### src/sv/rcnt_pkg.sv
// shared types, constants and codes for the three-channel root counter
`default_nettype none

package rcnt_pkg;

	localparam int NUM_TIMERS = 3;
	localparam int TIMER_W    = 2;
	localparam int CNT_W      = 16;
	localparam int MODE_W     = 13;
	localparam int HOLD_W     = 7;
	localparam int DIV_W      = 3;

	// interrupt hold time in ticks and the slow clock divider
	localparam logic [HOLD_W-1:0] IRQ_HOLD_TICKS = 7'd100;
	localparam logic [DIV_W:0]    SLOW_DIVIDE    = 4'd8;

	localparam logic [CNT_W-1:0]  CNT_MAX = 16'hFFFF;

	// timer that runs off the divided system clock
	localparam logic [TIMER_W-1:0] TIMER_SLOW = 2'd2;

	// mode register bit positions
	localparam int MB_SYNC      = 0;
	localparam int MB_SYNC_LO   = 1;
	localparam int MB_SYNC_HI   = 2;
	localparam int MB_RESET_TGT = 3;
	localparam int MB_IRQ_TGT   = 4;
	localparam int MB_IRQ_MAX   = 5;
	localparam int MB_SRC_LO    = 8;
	localparam int MB_SRC_HI    = 9;
	localparam int MB_REQ       = 10;
	localparam int MB_HIT_TGT   = 11;
	localparam int MB_HIT_MAX   = 12;

	typedef enum logic [2:0] {
		OP_TICK   = 3'd0,
		OP_HBLANK = 3'd1,
		OP_VBLANK = 3'd2,
		OP_READ   = 3'd3,
		OP_WRITE  = 3'd4
	} op_t;

	typedef enum logic [1:0] {
		REG_COUNT  = 2'd0,
		REG_MODE   = 2'd1,
		REG_TARGET = 2'd2
	} reg_sel_t;

	typedef enum logic [1:0] {
		SYNC_PAUSE     = 2'd0,
		SYNC_RESET     = 2'd1,
		SYNC_RESET_RUN = 2'd2,
		SYNC_FREE      = 2'd3
	} sync_t;

	typedef struct packed {
		logic [2:0]       operation;
		logic [1:0]       timer_select;
		logic [1:0]       reg_select;
		logic [CNT_W-1:0] write_data;
		logic             blank_level;
		logic             dot_pulse;
		logic             line_pulse;
	} req_t;

	typedef struct packed {
		logic [CNT_W-1:0]      read_data;
		logic [NUM_TIMERS-1:0] irq_lines;
	} rsp_t;

endpackage

`default_nettype wire

### src/sv/rcnt_if.sv
// valid/ready channel interfaces for requests and responses
`default_nettype none

interface rcnt_req_if;
	logic          valid;
	logic          ready;
	rcnt_pkg::req_t data;

	modport source (output valid, output data, input ready);
	modport sink (input valid, input data, output ready);
endinterface

interface rcnt_rsp_if;
	logic          valid;
	logic          ready;
	rcnt_pkg::rsp_t data;

	modport source (output valid, output data, input ready);
	modport sink (input valid, input data, output ready);
endinterface

`default_nettype wire

### src/sv/rcnt_core.sv
// counter, mode, target and interrupt state with the per-item update logic
`default_nettype none

module rcnt_core (
	input  wire logic           clk,
	input  wire logic           arst_n,
	input  wire logic           step,
	input  wire rcnt_pkg::req_t item,
	output rcnt_pkg::rsp_t      result
);
	import rcnt_pkg::*;

	logic [NUM_TIMERS-1:0][CNT_W-1:0]  cnt_q, cnt_d;
	logic [NUM_TIMERS-1:0][CNT_W-1:0]  tgt_q, tgt_d;
	logic [NUM_TIMERS-1:0][MODE_W-1:0] mode_q, mode_d;
	logic [NUM_TIMERS-1:0][HOLD_W-1:0] hold_q, hold_d;
	logic [NUM_TIMERS-1:0]             run_q, run_d;
	logic [NUM_TIMERS-1:0]             irq_q, irq_d;
	logic [DIV_W-1:0]                  div_q, div_d;

	logic [NUM_TIMERS-1:0][CNT_W-1:0]  nxt;
	logic [NUM_TIMERS-1:0]             adv, hit, top, cond;
	logic [DIV_W:0]                    div_inc;
	logic                              slow;
	logic                              do_irq;
	logic [CNT_W-1:0]                  rd;
	logic [TIMER_W-1:0]                bi;
	logic [TIMER_W-1:0]                t;
	logic [MODE_W-1:0]                 nm;
	logic [1:0]                        sm;
	logic                              timer_ok;

	assign t        = item.timer_select;
	assign timer_ok = (t < TIMER_W'(NUM_TIMERS));

	always_comb begin
		cnt_d   = cnt_q;
		tgt_d   = tgt_q;
		mode_d  = mode_q;
		hold_d  = hold_q;
		run_d   = run_q;
		irq_d   = irq_q;
		div_d   = div_q;
		nxt     = '0;
		adv     = '0;
		hit     = '0;
		top     = '0;
		cond    = '0;
		div_inc = '0;
		slow    = 1'b0;
		do_irq  = 1'b0;
		rd      = '0;
		bi      = '0;
		nm      = '0;
		sm      = '0;
		unique case (item.operation)
			OP_TICK: begin
				// interrupt hold expiry
				for (int i = 0; i < NUM_TIMERS; i++) begin
					if (hold_d[i] != '0) begin
						hold_d[i] = hold_d[i] - 1'b1;
						if (hold_d[i] == '0) begin
							irq_d[i]          = 1'b0;
							mode_d[i][MB_REQ] = 1'b1;
						end
					end
				end
				div_inc = {1'b0, div_q} + 1'b1;
				slow    = (div_inc >= SLOW_DIVIDE);
				div_d   = slow ? '0 : div_inc[DIV_W-1:0];
				for (int i = 0; i < NUM_TIMERS; i++) begin
					if (i == 0)
						adv[i] = mode_d[i][MB_SRC_LO] ? item.dot_pulse : 1'b1;
					else if (i == 1)
						adv[i] = mode_d[i][MB_SRC_LO] ? item.line_pulse : 1'b1;
					else
						adv[i] = mode_d[i][MB_SRC_HI] ? slow : 1'b1;
					nxt[i] = cnt_q[i] + 1'b1;
					hit[i] = (nxt[i] == tgt_q[i]);
					top[i] = (nxt[i] == CNT_MAX);
					if (run_q[i] && adv[i]) begin
						if (hit[i]) mode_d[i][MB_HIT_TGT] = 1'b1;
						if (top[i]) mode_d[i][MB_HIT_MAX] = 1'b1;
						if (hit[i] || top[i]) do_irq = 1'b1;
						if (top[i] || (hit[i] && mode_d[i][MB_RESET_TGT]))
							cnt_d[i] = '0;
						else
							cnt_d[i] = nxt[i];
					end
				end
			end
			OP_HBLANK, OP_VBLANK: begin
				bi = {1'b0, item.operation == OP_VBLANK};
				sm = mode_q[bi][MB_SYNC_HI:MB_SYNC_LO];
				if (mode_q[bi][MB_SYNC]) begin
					if (item.blank_level) begin
						unique case (sm)
							SYNC_PAUSE:     run_d[bi] = 1'b0;
							SYNC_RESET:     cnt_d[bi] = '0;
							SYNC_RESET_RUN: begin
								cnt_d[bi] = '0;
								run_d[bi] = 1'b1;
							end
							default: begin
								run_d[bi]          = 1'b1;
								mode_d[bi][MB_SYNC] = 1'b0;
							end
						endcase
					end else begin
						unique case (sm)
							SYNC_PAUSE:     run_d[bi] = 1'b1;
							SYNC_RESET_RUN: run_d[bi] = 1'b0;
							default:        ;
						endcase
					end
				end
			end
			OP_READ: begin
				if (timer_ok) begin
					unique case (item.reg_select)
						REG_COUNT:  rd = cnt_q[t];
						REG_MODE: begin
							rd = {{(CNT_W-MODE_W){1'b0}}, mode_q[t]};
							mode_d[t][MB_HIT_MAX:MB_HIT_TGT] = 2'b00;
							do_irq = 1'b1;
						end
						REG_TARGET: rd = tgt_q[t];
						default:    ;
					endcase
				end
			end
			OP_WRITE: begin
				if (timer_ok) begin
					unique case (item.reg_select)
						REG_COUNT:  cnt_d[t] = item.write_data;
						REG_MODE: begin
							nm = {mode_q[t][MB_HIT_MAX:MB_REQ], item.write_data[MB_SRC_HI:0]};
							sm = nm[MB_SYNC_HI:MB_SYNC_LO];
							cnt_d[t] = '0;
							if (nm != mode_q[t]) begin
								if (t != TIMER_SLOW)
									run_d[t] = !(nm[MB_SYNC] && sm == SYNC_FREE);
								else
									run_d[t] = !nm[MB_SYNC] || sm == SYNC_RESET ||
										sm == SYNC_RESET_RUN;
							end
							mode_d[t]         = nm;
							mode_d[t][MB_REQ] = 1'b1;
							do_irq = 1'b1;
						end
						REG_TARGET: tgt_d[t] = item.write_data;
						default:    ;
					endcase
				end
			end
			default: ;
		endcase
		// interrupt line update across all timers
		if (do_irq) begin
			for (int i = 0; i < NUM_TIMERS; i++) begin
				cond[i] = (mode_d[i][MB_IRQ_MAX] && mode_d[i][MB_HIT_MAX]) ||
					(mode_d[i][MB_IRQ_TGT] && mode_d[i][MB_HIT_TGT]);
				if (cond[i]) mode_d[i][MB_REQ] = 1'b0;
				if (cond[i] && !irq_d[i]) begin
					irq_d[i]  = 1'b1;
					hold_d[i] = IRQ_HOLD_TICKS;
				end else begin
					irq_d[i] = 1'b0;
				end
			end
		end
	end

	assign result.read_data = rd;
	assign result.irq_lines = irq_d;

	always_ff @(posedge clk or negedge arst_n) begin
		if (!arst_n) begin
			cnt_q  <= '0;
			tgt_q  <= '0;
			mode_q <= '0;
			hold_q <= '0;
			run_q  <= '1;
			irq_q  <= '0;
			div_q  <= '0;
		end else if (step) begin
			cnt_q  <= cnt_d;
			tgt_q  <= tgt_d;
			mode_q <= mode_d;
			hold_q <= hold_d;
			run_q  <= run_d;
			irq_q  <= irq_d;
			div_q  <= div_d;
		end
	end

endmodule

`default_nettype wire

### src/sv/three_channel_root_counter.sv
// top level of the three-channel root counter: input stage, update core, output stage
`default_nettype none

// Three 16-bit root counters driven by one stream of items on the req channel:
// system ticks, hblank/vblank level changes and bus reads/writes of the count,
// mode and target registers. Every accepted item produces exactly one transfer
// on the rsp channel carrying read_data (zero unless it was a bus read) and the
// three interrupt line levels after the item. The block takes one item per
// clock unless back pressure stalls it: an item waits in the input stage until
// the output stage is free or being drained, then the update logic computes the
// new state and the response, which is captured in the output stage at that
// edge. With no stall an item moves from the input stage straight into the
// output stage, where rsp valid rises. The output stage decouples the two sides,
// so a new item is taken while a response waits, and back pressure only stops
// input once both stages hold data. A raised interrupt line stays high for up
// to 100 ticks; the next interrupt update (mode read, mode write, or a tick in
// which a counter reaches its target or FFFFh) drops it early. Timer 2 in its
// slow clock source advances every 8th tick.
module three_channel_root_counter (
	input  wire logic clk,
	input  wire logic arst_n,
	rcnt_req_if.sink  req,
	rcnt_rsp_if.source rsp
);
	import rcnt_pkg::*;

	req_t item_s1;
	logic valid_s1;
	rsp_t result_s2;
	logic valid_s2;
	rsp_t result;
	logic advance;

	// the input stage moves on when the output stage is free or being drained
	assign advance   = valid_s1 && (!valid_s2 || rsp.ready);
	assign req.ready = !valid_s1 || advance;

	always_ff @(posedge clk or negedge arst_n) begin
		if (!arst_n) begin
			valid_s1 <= 1'b0;
		end else if (req.ready) begin
			valid_s1 <= req.valid;
		end
	end

	// payload register, no reset needed
	always_ff @(posedge clk) begin
		if (req.ready && req.valid) begin
			item_s1 <= req.data;
		end
	end

	// state update happens exactly once per item, when it leaves the input stage
	rcnt_core u_core (
		.clk    (clk),
		.arst_n (arst_n),
		.step   (advance),
		.item   (item_s1),
		.result (result)
	);

	always_ff @(posedge clk or negedge arst_n) begin
		if (!arst_n) begin
			valid_s2 <= 1'b0;
		end else if (advance) begin
			valid_s2 <= 1'b1;
		end else if (rsp.ready) begin
			valid_s2 <= 1'b0;
		end
	end

	always_ff @(posedge clk) begin
		if (advance) begin
			result_s2 <= result;
		end
	end

	assign rsp.valid = valid_s2;
	assign rsp.data  = result_s2;

endmodule

`default_nettype wire

### src/flat_wrapper.sv
// flat-port wrapper written by rule: the top's interface ports become plain ports
module three_channel_root_counter_flat import rcnt_pkg::*;
  (clk, arst_n, req_valid, req_data, req_ready, rsp_valid, rsp_data, rsp_ready);
  rcnt_req_if req_i ();
  rcnt_rsp_if rsp_i ();
  input  wire logic clk;
  input  wire logic arst_n;
  input wire logic [$bits(req_i.valid)-1:0] req_valid;
  input wire logic [$bits(req_i.data)-1:0] req_data;
  output wire logic [$bits(req_i.ready)-1:0] req_ready;
  output wire logic [$bits(rsp_i.valid)-1:0] rsp_valid;
  output wire logic [$bits(rsp_i.data)-1:0] rsp_data;
  input wire logic [$bits(rsp_i.ready)-1:0] rsp_ready;
  assign req_i.valid = req_valid;
  assign req_i.data = req_data;
  assign req_ready = req_i.ready;
  assign rsp_valid = rsp_i.valid;
  assign rsp_data = rsp_i.data;
  assign rsp_i.ready = rsp_ready;
  three_channel_root_counter u_core (.clk(clk), .arst_n(arst_n), .req(req_i), .rsp(rsp_i));
endmodule
### config.mk
export PLATFORM = sky130hd
export DESIGN_NAME = three_channel_root_counter_flat
export DESIGN_NICKNAME = d
export VERILOG_FILES = /design/src/sv/rcnt_pkg.sv /design/src/sv/rcnt_if.sv /design/src/sv/rcnt_core.sv /design/src/sv/three_channel_root_counter.sv /design/src/flat_wrapper.sv
export SDC_FILE = /design/constraint.sdc
export NUM_CORES = 1
export LEC_CHECK = 0
export BUFFER_PORTS_ARGS = -buffer_cell sky130_fd_sc_hd__buf_2
export CORE_UTILIZATION = 55
export DETAILED_ROUTE_END_ITERATION = 7
export PLACE_DENSITY = 0.84
export SYNTH_ARGS = -nofsm -noshare
export SYNTH_HDL_FRONTEND = slang
export SYNTH_SLANG_ARGS = --single-unit
### constraint.sdc
create_clock -name clk -period 3.8 [get_ports clk]
set_input_delay 0.57 -clock clk [delete_from_list [all_inputs] [get_ports clk]]
set_output_delay 0.57 -clock clk [all_outputs]
set_load 0.05 [all_outputs]
==> reports/qor.txt, run 1 <==
fraction of layout cells with a size suffix above 1 - 18.71%
maximum number of pins on one net before global-route repair - 71
Max-Cap Viols - 0
CP startpoint kind - register
max-slew violation count - 0
vias in the first global route - 12,930
CTS tree - built
critical-path cell with the highest stage delay - dfrtp_1
top layer reached by signal wires - met5
io pins - 51
Hold Crit Class - in2async
synthesized cell area - 14,230 sq um
fin crit share - 95.16%
Reg clk slew, reported paths - 0.06 ns
# rows - 58
area growth from synthesis to layout - 12.17%
Antenna Nets Post-Route - 0
Worst-Margin Slew - 1.021 ns
R2R Setup Slk - 0.18 ns
crit path buf inv count - 1
clk_lat worst skew - 0.55 ns
root buffer cell - clkbuf_16
final hold vios - 0
Core Region - 25,250 sq um
endpoints failing setup - 0
Critical Path RT - 4.24 ns
Die Y - 162.8 um
Setup Skew - 0.02944 ns
Ys Warns - 0
worst flop-to-flop path startpoint - u_core.u_core.cnt_q[38]$_DFFE_PN0P_
Die Wd - 162.8 um
maximum clock frequency - 276.5 MHz
Setup TNS - 0 ns
DPL Wire Length - 35.36 mm
syn nets - 1,584
Worst setup EP type - register
fraction of registers with async set/reset - 78.77%
fin nets - 1,625
routed wl met3 - 5.728 mm
Pre-antenna DRT Iters - 7
port bufs - 50
wirelength, routed - 48.80 mm
CP startpoint - u_core.u_core.cnt_q[38]$_DFFE_PN0P_
vias per cell - 7.026
CP max FO - 18
total gr overflow - 0
Seq/Total Area, Yosys - 38.90%
worst path arrival time - 4.06 ns
DR iter-0 viols - 1,680
worst r2r path cells - 10
first-pass GRT wire length - 74.99 mm
routability cong. - 1.020
Mapped Cells - 1,534
clk buf depth - 3
WS Path Type - reg2reg
library cells used by synthesis - 94
CTS Buf Count - 24
Pwr Density - 441.1 nW/um^2
Clock Sinks - 212
cell accounting for the most synthesized area - dfrtp_1
VDD IR-drop max - 0.0003616 V
CP max stage delay - 0.53 ns
Die Area - 26,510 sq um
Starting Density - 56.33%
total number of vias - 13,510
synthesized area per cell - 9.274 sq um
top cell family by delay on the critical path - simple AND/OR/NAND/NOR gates
leak pwr - 6.435 nW
wire per inst - 25.38 um
Residual DRC - 0
run status - finished, final reports clean
RSZ-0062 raised after global routing - false
initial antenna violation count - 1
#FFs+latches synth - 212
cells taking the most area after synthesis - dfrtp_1, edfxtp_1, mux2_2, mux2i_1, nand2_1
Min Clock Period, post-route - 3.616 ns
met1 WL - 18.36 mm
post-route cell area - 15,960 sq um
slew margin rel. - 31.31%
post-CTS setup buffer count - 0
CP Cell Sequence - nand3_2 > nor4_1 > buf_4 > xor2_1 > xor2_1 > nor4_2 > nand4_2 > o41ai_4 > nand3_2 > a22o_1
gr usage total - 37.07%
ys flop type - dfrtp_1
Worst Setup EP - u_core.u_core.hold_q[18]$_DFFE_PN0P_
reg2reg end - u_core.u_core.hold_q[18]$_DFFE_PN0P_
Yosys top cell area share - 28.85%
Crit path depth - 10
H-tree Lvls - 1
met2 wire length - 21.62 mm
Post-synth EDFFs - 45
n_diodes - 0
post-placement cell area - 15,060 sq um
-- repair_timing --
item	4_1_cts	5_1_grt
resized for setup	0	2
setup endpoints to repair	0	19
hold buffers	0	0
-- cell usage after synthesis (11+ instances only) --
| master | instances |
|---|---|
| nor2b_1 | 15 |
| o2bb2ai_1 | 16 |
| buf_4 | 11 |
| o211ai_1 | 23 |
| a211o_1 | 12 |
| and3_1 | 11 |
| dfrtp_1 | 164 |
| mux2_2 | 77 |
| xor2_1 | 28 |
| a22o_1 | 31 |
| o32ai_1 | 13 |
| nand4_1 | 28 |
| o22ai_1 | 28 |
| or3_1 | 11 |
| nor4_1 | 23 |
| a31oi_1 | 19 |
| clkbuf_1 | 70 |
| nand2_1 | 130 |
| o31ai_1 | 13 |
| mux2i_1 | 52 |
| nor3_1 | 37 |
| xnor2_1 | 54 |
| o21ai_0 | 89 |
| ha_1 | 20 |
| inv_1 | 39 |
| nor2_1 | 99 |
| o21ai_1 | 14 |
| a32oi_1 | 11 |
| a21oi_1 | 63 |
| nand2b_1 | 24 |
| buf_1 | 12 |
| edfxtp_1 | 45 |
| nand3_1 | 52 |
| buf_2 | 31 |
-- worst min path at each step --
stage                                             from                                  end  slack [ns]  cells after the start
detailed placement  u_core.u_core.irq_q[1]$_DFFE_PN0P_   u_core.u_core.irq_q[1]$_DFFE_PN0P_        0.48                      1
finish                                          arst_n  u_core.u_core.tgt_q[22]$_DFFE_PN0P_        0.06                      1
floorplan                                       arst_n         u_core.rsp.valid$_DFFE_PN0P_        0.27                      0
CTS                                             arst_n  u_core.u_core.tgt_q[22]$_DFFE_PN0P_        0.08                      1
global placement           u_core.valid_s1$_DFFE_PN0N_         u_core.rsp.valid$_DFFE_PN0P_        0.46                      1
global route                                    arst_n  u_core.u_core.tgt_q[22]$_DFFE_PN0P_        0.10                      1
-- layout make-up --
cell class	instances	area, sq um
tap	330	412.9
clock buffer	32	681.9
timing repair buffer	142	972.2
multi-input combinational	1155	8001
sequential	212	5534
inverter	40	150.1
clock inverter	12	205.2
fill	2062	9296
-- power breakdown --
group | total [mW] | internal (mW) | switching [mW] | leakage, nW
sequential | 2.93 | 2.58 | 0.347 | 2.63
combinational | 1.55 | 0.616 | 0.933 | 3.38
clock | 2.56 | 1.55 | 1.01 | 0.425
total | 7.04 | 4.75 | 2.29 | 6.44
-- routing by layer --
layer  up-vias  GRT usage (%)
li1       5814              -
met4         2          20.94
met5         -              0
met2       913          56.65
met3       230          8.760
met1      6552          48.21
-- cells in the final DEF (no fill, tap or decap), drive strengths merged, types with 19 or more instances in the layout --
cell type / synthesis / final
a21oi: 63 / 63
a22o: 31 / 31
a31oi: 19 / 19
buf: 56 / 142
clkbuf: 71 / 32
dfrtp: 164 / 164
edfxtp: 45 / 45
ha: 20 / 20
inv: 39 / 39
mux2: 77 / 77
mux2i: 52 / 52
nand2: 131 / 131
nand2b: 24 / 24
nand3: 56 / 56
nand4: 31 / 31
nor2: 99 / 99
nor3: 37 / 37
nor4: 27 / 27
o211ai: 23 / 23
o21ai: 103 / 103
o22ai: 28 / 28
xnor2: 54 / 54
xor2: 28 / 28
-- through the flow --
stage	instances	total power [mW]	worst slack, ns	util [%]	hold slack (ns)
after floorplan	1534	3.903	0.1638	-	0.2744
after global placement	1879	4.389	0.2166	59.62	0.4630
after detailed placement	1879	4.441	0.1508	59.62	0.4798
after CTS	1923	6.988	0.1314	63.13	0.07882
after global routing	1923	7.290	0.03398	63.19	0.1002
final	1923	7.039	0.1838	63.19	0.06247
-- state kept, by name, indices dropped and copies added, names as in the netlist, named ones only --
| register | cells |
|---|---|
| u_core.u_core.cnt_q | 48 |
| u_core.u_core.tgt_q | 48 |
| u_core.u_core.mode_q | 39 |
| u_core.item_s1 | 26 |
| u_core.u_core.hold_q | 21 |
| u_core.rsp.data | 19 |
| u_core.u_core.div_q | 3 |
| u_core.u_core.irq_q | 3 |
| u_core.rsp.valid | 1 |
| u_core.u_core.run_q | 1 |
| u_core.valid_s1 | 1 |
-- kinds of logic (layout without fill, tap and decap cells) --
logic type / after synthesis / in the layout / share of synthesized area (%)
muxes: 129 / 129 / 9.754
adders and majority gates: 21 / 21 / 1.829
and+or+nand+nor: 500 / 500 / 18.21
buffers and inverters: 167 / 226 / 5.083
xor gates and xnor gates: 84 / 84 / 5.374
AOI/OAI and AO/OA: 421 / 421 / 20.85
DFF: 212 / 212 / 38.90
No activity file was read; power rests on OpenSTA's default activity.
==> run 2: changes to the inputs <==
PLACE_DENSITY = 0.78   (was 0.84)
==> run 2 against run 1 <==
Die area unchanged; non-clock buffer count is 5 higher; clock power about the same; total power decreased by 0.41%; fmax is 1.2% lower; wire length fell by 2.1%; combinational power down 3%; register-to-register slack got worse by 0.04 ns; critical endpoint unchanged; critical path type unchanged; flip-flop and latch count unchanged; utilization about the same; final cell count increased by 0.36%.
==> reports/qor.txt, run 2 (synthesis gave the netlist of run 1 again) <==
Min Clock Period, post-route - 3.659 ns (was 3.616 ns)
clk_lat worst skew - 0.56 ns (was 0.55 ns)
leak pwr - 6.450 nW (was 6.435 nW)
worst r2r path cells - 11 (was 10)
Sw Share - 32.75% (was 32.57%)
total number of vias - 13,410 (was 13,510)
Reg clk slew, reported paths - 0.07 ns (was 0.06 ns)
DR iter-0 viols - 1,821 (was 1,680)
n_diodes - 0 (unchanged)
slew margin rel. - 14.74% (was 31.31%)
wire per inst - 24.77 um (was 25.38 um)
# rows - 58 (unchanged)
io pins - 51 (unchanged)
fin crit share - 96.28% (was 95.16%)
critical-path cell with the highest stage delay - or4_1 (was dfrtp_1)
hold_buf cts - 0 (unchanged)
hold slack - 0.07427 ns (was 0.06247 ns)
WS Path Type - reg2reg (unchanged)
Residual DRC - 0 (unchanged)
routability cong. - 1.016 (was 1.020)
Clock Sinks - 212 (unchanged)
top cell family by delay on the critical path - simple AND/OR/NAND/NOR gates (unchanged)
Die Y - 162.8 um (unchanged)
biggest regs - u_core.u_core.cnt_q: 48 flops, u_core.u_core.tgt_q: 48 flops, u_core.u_core.mode_q: 39 flops (unchanged)
root buffer cell - clkbuf_16 (unchanged)
CTS tree - built (unchanged)
Pwr Density - 439.1 nW/um^2 (was 441.1 nW/um^2)
most frequent cells in the layout - dfrtp_1, nand2_1, nor2_1, buf_4, o21ai_0 (unchanged)
CP max FO - 14 (was 18)
vias per cell - 6.947 (was 7.026)
Worst setup EP type - register (unchanged)
initial antenna violation count - 1 (unchanged)
H-tree Lvls - 1 (unchanged)
worst path arrival time - 4.10 ns (was 4.06 ns)
maximum clock frequency - 273.3 MHz (was 276.5 MHz)
VDD IR-drop max - 0.0004174 V (was 0.0003616 V)
Starting Density - 56.33% (unchanged)
total gr overflow - 0 (unchanged)
port bufs - 50 (unchanged)
Core Region - 25,250 sq um (unchanged)
Hold Crit Class - in2async (unchanged)
first-pass GRT wire length - 73.49 mm (was 74.99 mm)
final hold vios - 0 (unchanged)
wirelength, routed - 47.80 mm (was 48.80 mm)
max-slew violation count - 0 (unchanged)
fillers - 2,082 (was 2,062)
Setup TNS - 0 ns (unchanged)
Die Wd - 162.8 um (unchanged)
Pre-antenna DRT Iters - 8 (was 7)
endpoints failing setup - 0 (unchanged)
gr usage total - 36.09% (was 37.07%)
Setup Skew - 0.02156 ns (was 0.02944 ns)
Worst-Margin Slew - 1.266 ns (was 1.021 ns)
crit path buf inv count - 1 (unchanged)
RSZ-0062 raised after global routing - false (unchanged)
internal power - 4.714 mW (was 4.746 mW)
CP startpoint kind - register (unchanged)
Critical Path RT - 4.24 ns (about the same)
Seq pwr share - 42.0% (was 41.6%)
Clk pwr share - 36.5% (was 36.4%)
Die Area - 26,510 sq um (unchanged)
most frequent CP cell - nand4_2
maximum number of pins on one net before global-route repair - 80 (was 71)
DPL Wire Length - 34.29 mm (was 35.36 mm)
CTS Buf Count - 25 (was 24)
area growth from synthesis to layout - 12.22% (was 12.17%)
total power draw - 7.010 mW (was 7.039 mW)
Comb power frac - 21.5% (was 22.0%)
CP max stage delay - 0.61 ns (was 0.53 ns)
Max-Cap Viols - 0 (unchanged)
leading cell type in the layout, fill and taps excluded - dfrtp_1 (unchanged)
switching power - 2.296 mW (was 2.293 mW)
clk buf depth - 3 (unchanged)
placed cell count - 1,881 (was 1,879)
run status - finished, final reports clean (unchanged)
fraction of layout cells with a size suffix above 1 - 19.19% (was 18.71%)
CP Cell Sequence - ha_1 > nand4_2 > or4_1 > nand3_1 > nand2b_1 > nor4_1 > nand4_2 > o41ai_4 > buf_4 > nand3_2 > a22o_1 (was nand3_2 > nor4_1 > buf_4 > xor2_1 > xor2_1 > nor4_2 > nand4_2 > o41ai_4 > nand3_2 > a22o_1)
vias in the first global route - 12,610 (was 12,930)
final std cells w/o fill - 1,930 (was 1,923)
Antenna Nets Post-Route - 0 (unchanged)
Crit path depth - 11 (was 10)
fin nets - 1,631 (was 1,625)
[run 2: routing by layer]
metal	up-vias	global-route usage (%)	share of wire [%]
met1	6432	48.83	38
met2	945	54.37	44
met4	2	20.09	6.4
met5	-	0	0.029
li1	5815	-	-
met3	214	6.799	11
[run 2: area by class of cell]
cell class	instances	area [sq um]	share of cell area [%]
Inverter	40	150.1	0.9405
Clock buffer	28	656.9	4.115
Multi-Input combinational cell	1155	7998	50.10
Clock inverter	18	215.2	1.348
Sequential cell	212	5534	34.67
Timing Repair Buffer	147	997.2	6.247
Tap cell	330	412.9	2.586
[run 2: metrics by stage]
step,setup slack [ns],area [sq um],utilization [%]
4_1_cts,0.05616,15920,63.03
6_report,0.1412,15960,63.21
5_1_grt,0.01021,15960,63.21
3_3_place_gp,0.1907,15050,59.58
2_1_floorplan,0.1638,14230,-
3_5_place_dp,0.06988,15050,59.58
[run 2: worst register-to-register path: stages, from the launching register on]
cell and delay (ns):
dfrtp_1 0.51, ha_1 0.25, nand4_2 0.36, or4_1 0.61
nand3_1 0.12, nand2b_1 0.07, nor4_1 0.43, nand4_2 0.34
o41ai_4 0.29, buf_4 0.19, nand3_2 0.17, a22o_1 0.22
[run 2: final timing paths]
path	slack [ns]	start	end
setup / recovery	0.14	u_core.u_core.cnt_q[33]$_DFFE_PN0P_	u_core.u_core.hold_q[18]$_DFFE_PN0P_
hold / removal	0.07	arst_n	u_core.u_core.mode_q[11]$_DFFE_PN0P_
setup reg to reg	0.14	u_core.u_core.cnt_q[33]$_DFFE_PN0P_	u_core.u_core.hold_q[18]$_DFFE_PN0P_
hold reg to reg	0.50	u_core.u_core.div_q[2]$_DFFE_PN0P_	u_core.u_core.div_q[2]$_DFFE_PN0P_
max in group asynchronous	2.60	arst_n	u_core.u_core.cnt_q[23]$_DFFE_PN0P_
min in group clk	0.19	req_data[22]	u_core.item_s1[22]$_DFFE_PP_
[run 2: power by group through the flow]
stage                     Sequential [mW]  Combinational (mW)  Clock [mW]
after floorplan                      2.84                1.06           0
after global placement               2.94                1.42           0
after detailed placement             2.96                1.46           0
after CTS                            2.92                1.48        2.58
after global routing                 2.96                1.63        2.66
final                                2.94                1.51        2.56
[run 2: what timing repair did]
item                                    CTS  global route
endpoints found under the setup margin    0            29
buffers inserted                          0             3
gates resized for setup                   0             2
==> run 3: changes to the inputs <==
CAP_MARGIN = 30   (was default)
CORE_UTILIZATION = 45   (was 55)
CTS_BUF_LIST = sky130_fd_sc_hd__clkbuf_4   (was default)
PLACE_DENSITY = 0.66   (was 0.78)
==> run 3 against run 2 <==
The flow now finishes with violations (design-rule violations); final cell count grew 7.7%; worst hold slack lost 0.033 ns; combinational power grew 3%; register-to-register slack gained 0.12 ns; die area grew 22%; non-clock buffer count grew 17; critical endpoint is now u_core.u_core.hold_q[8]$_DFFE_PN0P_; clock skew grew 0.054 ns; clock power shrank 15%; flip-flop and latch count is the same.
==> reports/qor.txt, run 3 (synthesis gave the netlist of run 1 again) <==
CP max stage delay - 0.56 ns (was 0.61 ns)
most frequent CP cell - nand4_2 (unchanged)
total gr overflow - 0 (unchanged)
VDD IR-drop max - 0.0002848 V (was 0.0004174 V)
worst path arrival time - 4.19 ns (was 4.10 ns)
fraction of layout cells with a size suffix above 1 - 21.18% (was 19.19%)
WS Path Type - reg2reg (unchanged)
Die Y - 179.8 um (was 162.8 um)
area growth from synthesis to layout - 13.61% (was 12.22%)
worst r2r path cells - 11 (unchanged)
DPL Wire Length - 35.29 mm (was 34.29 mm)
run status - complete, but fails checks (was finished, final reports clean)
Die Wd - 179.8 um (was 162.8 um)
RSZ-0062 raised after global routing - false (unchanged)
leading cell type in the layout, fill and taps excluded - dfrtp_1 (unchanged)
routed wl met3 - 4.844 mm (was 5.266 mm)
Worst setup EP type - register (unchanged)
Pre-antenna DRT Iters - 8 (unchanged)
maximum clock frequency - 282.5 MHz (was 273.3 MHz)
leak pwr - 6.562 nW (was 6.450 nW)
wire per inst - 23.65 um (was 24.77 um)
Die Area - 32,330 sq um (was 26,510 sq um)
critical-path cell with the highest stage delay - or4_1 (unchanged)
Pwr Density - 411.1 nW/um^2 (was 439.1 nW/um^2)
total number of vias - 13,480 (was 13,410)
slew margin rel. - 42.86% (was 14.74%)
Clock Sinks - 212 (unchanged)
reg2reg end - u_core.u_core.hold_q[8]$_DFFE_PN0P_ (was u_core.u_core.hold_q[18]$_DFFE_PN0P_)
R2R Setup Slk - 0.26 ns (was 0.14 ns)
Core Region - 30,830 sq um (was 25,250 sq um)
vias per cell - 6.489 (was 6.947)
Setup Skew - 0.07506 ns (was 0.02156 ns)
worst hold endpoint - u_core.item_s1[13]$_DFFE_PP_
H-tree Lvls - 2 (was 1)
Hold Crit Start - req_data[13]
maximum number of pins on one net before global-route repair - 72 (was 80)
Starting Density - 46.14% (was 56.33%)
Worst-Margin Slew - 0.8540 ns (was 1.266 ns)
vias in the first global route - 12,940 (was 12,610)
gr usage total - 30.25% (was 36.09%)
pre-CTS setup slack - 0.1886 ns (was 0.06988 ns)
root buffer cell - clkbuf_4 (was clkbuf_16)
Min Clock Period, post-route - 3.540 ns (was 3.659 ns)
# rows - 64 (was 58)
Critical Path RT - 4.45 ns (was 4.24 ns)
met1 WL - 20.07 mm (was 18.35 mm)
initial antenna violation count - 2 (was 1)
clk buf depth - 3 (unchanged)
Reg clk slew, reported paths - 0.06 ns (was 0.07 ns)
endpoints failing setup - 0 (unchanged)
routability cong. - 1.008 (was 1.016)
DR iter-0 viols - 1,535 (was 1,821)
final worst slack - 0.2602 ns (was 0.1412 ns)
worst flop-to-flop path startpoint - u_core.u_core.cnt_q[32]$_DFFE_PN0P_ (was u_core.u_core.cnt_q[33]$_DFFE_PN0P_)
Setup TNS - 0 ns (unchanged)
CTS tree - built (unchanged)
CP Cell Sequence - ha_1 > nand4_2 > or4_1 > nand3_1 > nand2b_1 > nor4_2 > nand4_2 > a41oi_4 > buf_12 > and4_1 > o2bb2ai_1 (was ha_1 > nand4_2 > or4_1 > nand3_1 > nand2b_1 > nor4_1 > nand4_2 > o41ai_4 > buf_4 > nand3_2 > a22o_1)
max-slew violation count - 0 (unchanged)
fin crit share - 93.15% (was 96.28%)
crit path buf inv count - 1 (unchanged)
fin nets - 1,683 (was 1,631)
clk_lat worst skew - 0.77 ns (was 0.56 ns)
Antenna Nets Post-Route - 0 (unchanged)
most frequent cells in the layout - dfrtp_1, nand2_1, nor2_1, clkbuf_4, o21ai_0 (was dfrtp_1, nand2_1, nor2_1, buf_4, o21ai_0)
Residual DRC - 2 (was 0)
WHS Path Cells - 1
io pins - 51 (unchanged)
first-pass GRT wire length - 76.12 mm (was 73.49 mm)
top layer reached by signal wires - met5 (unchanged)
final hold vios - 0 (unchanged)
post-CTS setup buffer count - 0 (unchanged)
Hold Crit Class - in2reg (was in2async)
met2 wire length - 21.62 mm (was 21.13 mm)
CP startpoint kind - register (unchanged)
CP max FO - 16 (was 14)
violated checks - design-rule violations
port bufs - 50 (unchanged)
Crit path depth - 11 (unchanged)
wirelength, routed - 49.15 mm (was 47.80 mm)
top cell family by delay on the critical path - simple AND/OR/NAND/NOR gates (unchanged)
Max-Cap Viols - 0 (unchanged)
biggest regs - u_core.u_core.cnt_q: 48 flops, u_core.u_core.tgt_q: 48 flops, u_core.u_core.mode_q: 39 flops (unchanged)
fillers - 2,834 (was 2,082)
CTS Buf Count - 60 (was 25)
==> run 3: worst max-delay path by stage <==
stage,startpoint,to,slack [ns]
3_5_place_dp,u_core.u_core.cnt_q[32]$_DFFE_PN0P_,u_core.u_core.hold_q[18]$_DFFE_PN0P_,0.19
4_1_cts,u_core.item_s1[25]$_DFFE_PP_,u_core.u_core.cnt_q[16]$_DFFE_PN0P_,0.19
5_1_grt,u_core.u_core.cnt_q[32]$_DFFE_PN0P_,u_core.u_core.hold_q[18]$_DFFE_PN0P_,0.04
3_3_place_gp,u_core.u_core.cnt_q[38]$_DFFE_PN0P_,u_core.u_core.hold_q[18]$_DFFE_PN0P_,0.32
6_report,u_core.u_core.cnt_q[32]$_DFFE_PN0P_,u_core.u_core.hold_q[8]$_DFFE_PN0P_,0.26
2_1_floorplan,u_core.item_s1[25]$_DFFE_PP_,u_core.u_core.cnt_q[25]$_DFFE_PN0P_,0.16
==> run 3: cell type report <==
cell class                      instances  area (sq um)  share of cell area (%)
Antenna cell                            1         2.502                 0.01548
Clock buffer                           96         720.7                   4.459
Clock inverter                         14         65.06                  0.4026
Inverter                               40         150.1                  0.9290
Multi-Input combinational cell       1155          7993                   49.45
Sequential cell                       212          5534                   34.24
Tap cell                              396         495.5                   3.066
Timing Repair Buffer                  164          1201                   7.432
==> run 3: report_power, final <==
group          switching (mW)  internal [mW]
logic                   0.922          0.632
registers               0.333           2.58
clock network            1.03           1.14
==> run 3: per-stage QoR <==
| step | total power, mW | hold WS, ns | instance area [sq um] | cells | util (%) |
|---|---|---|---|---|---|
| 6_report | 6.644 | 0.04107 | 16160 | 2078 | 52.42 |
| 5_1_grt | 6.979 | 0.002546 | 16160 | 2078 | 52.42 |
| 4_1_cts | 6.655 | 0.005774 | 16120 | 2074 | 52.29 |
| 3_5_place_dp | 4.441 | 0.4852 | 15120 | 1942 | 49.03 |
| 3_3_place_gp | 4.405 | 0.4645 | 15120 | 1942 | 49.03 |
| 2_1_floorplan | 3.903 | 0.2744 | 14230 | 1534 | - |
==> run 3: per-layer routing <==
layer,vias up,GRT usage [%]
li1,5973,-
met1,6594,40.04
met2,747,46.30
met3,168,6.827
met4,2,15.69
met5,-,0
==> run 3: repair_timing <==
item,in CTS,in global routing
hold buffers,22,1
setup endpoints to repair,0,4
hold endpoints to repair,90,1
gates resized for setup,0,1
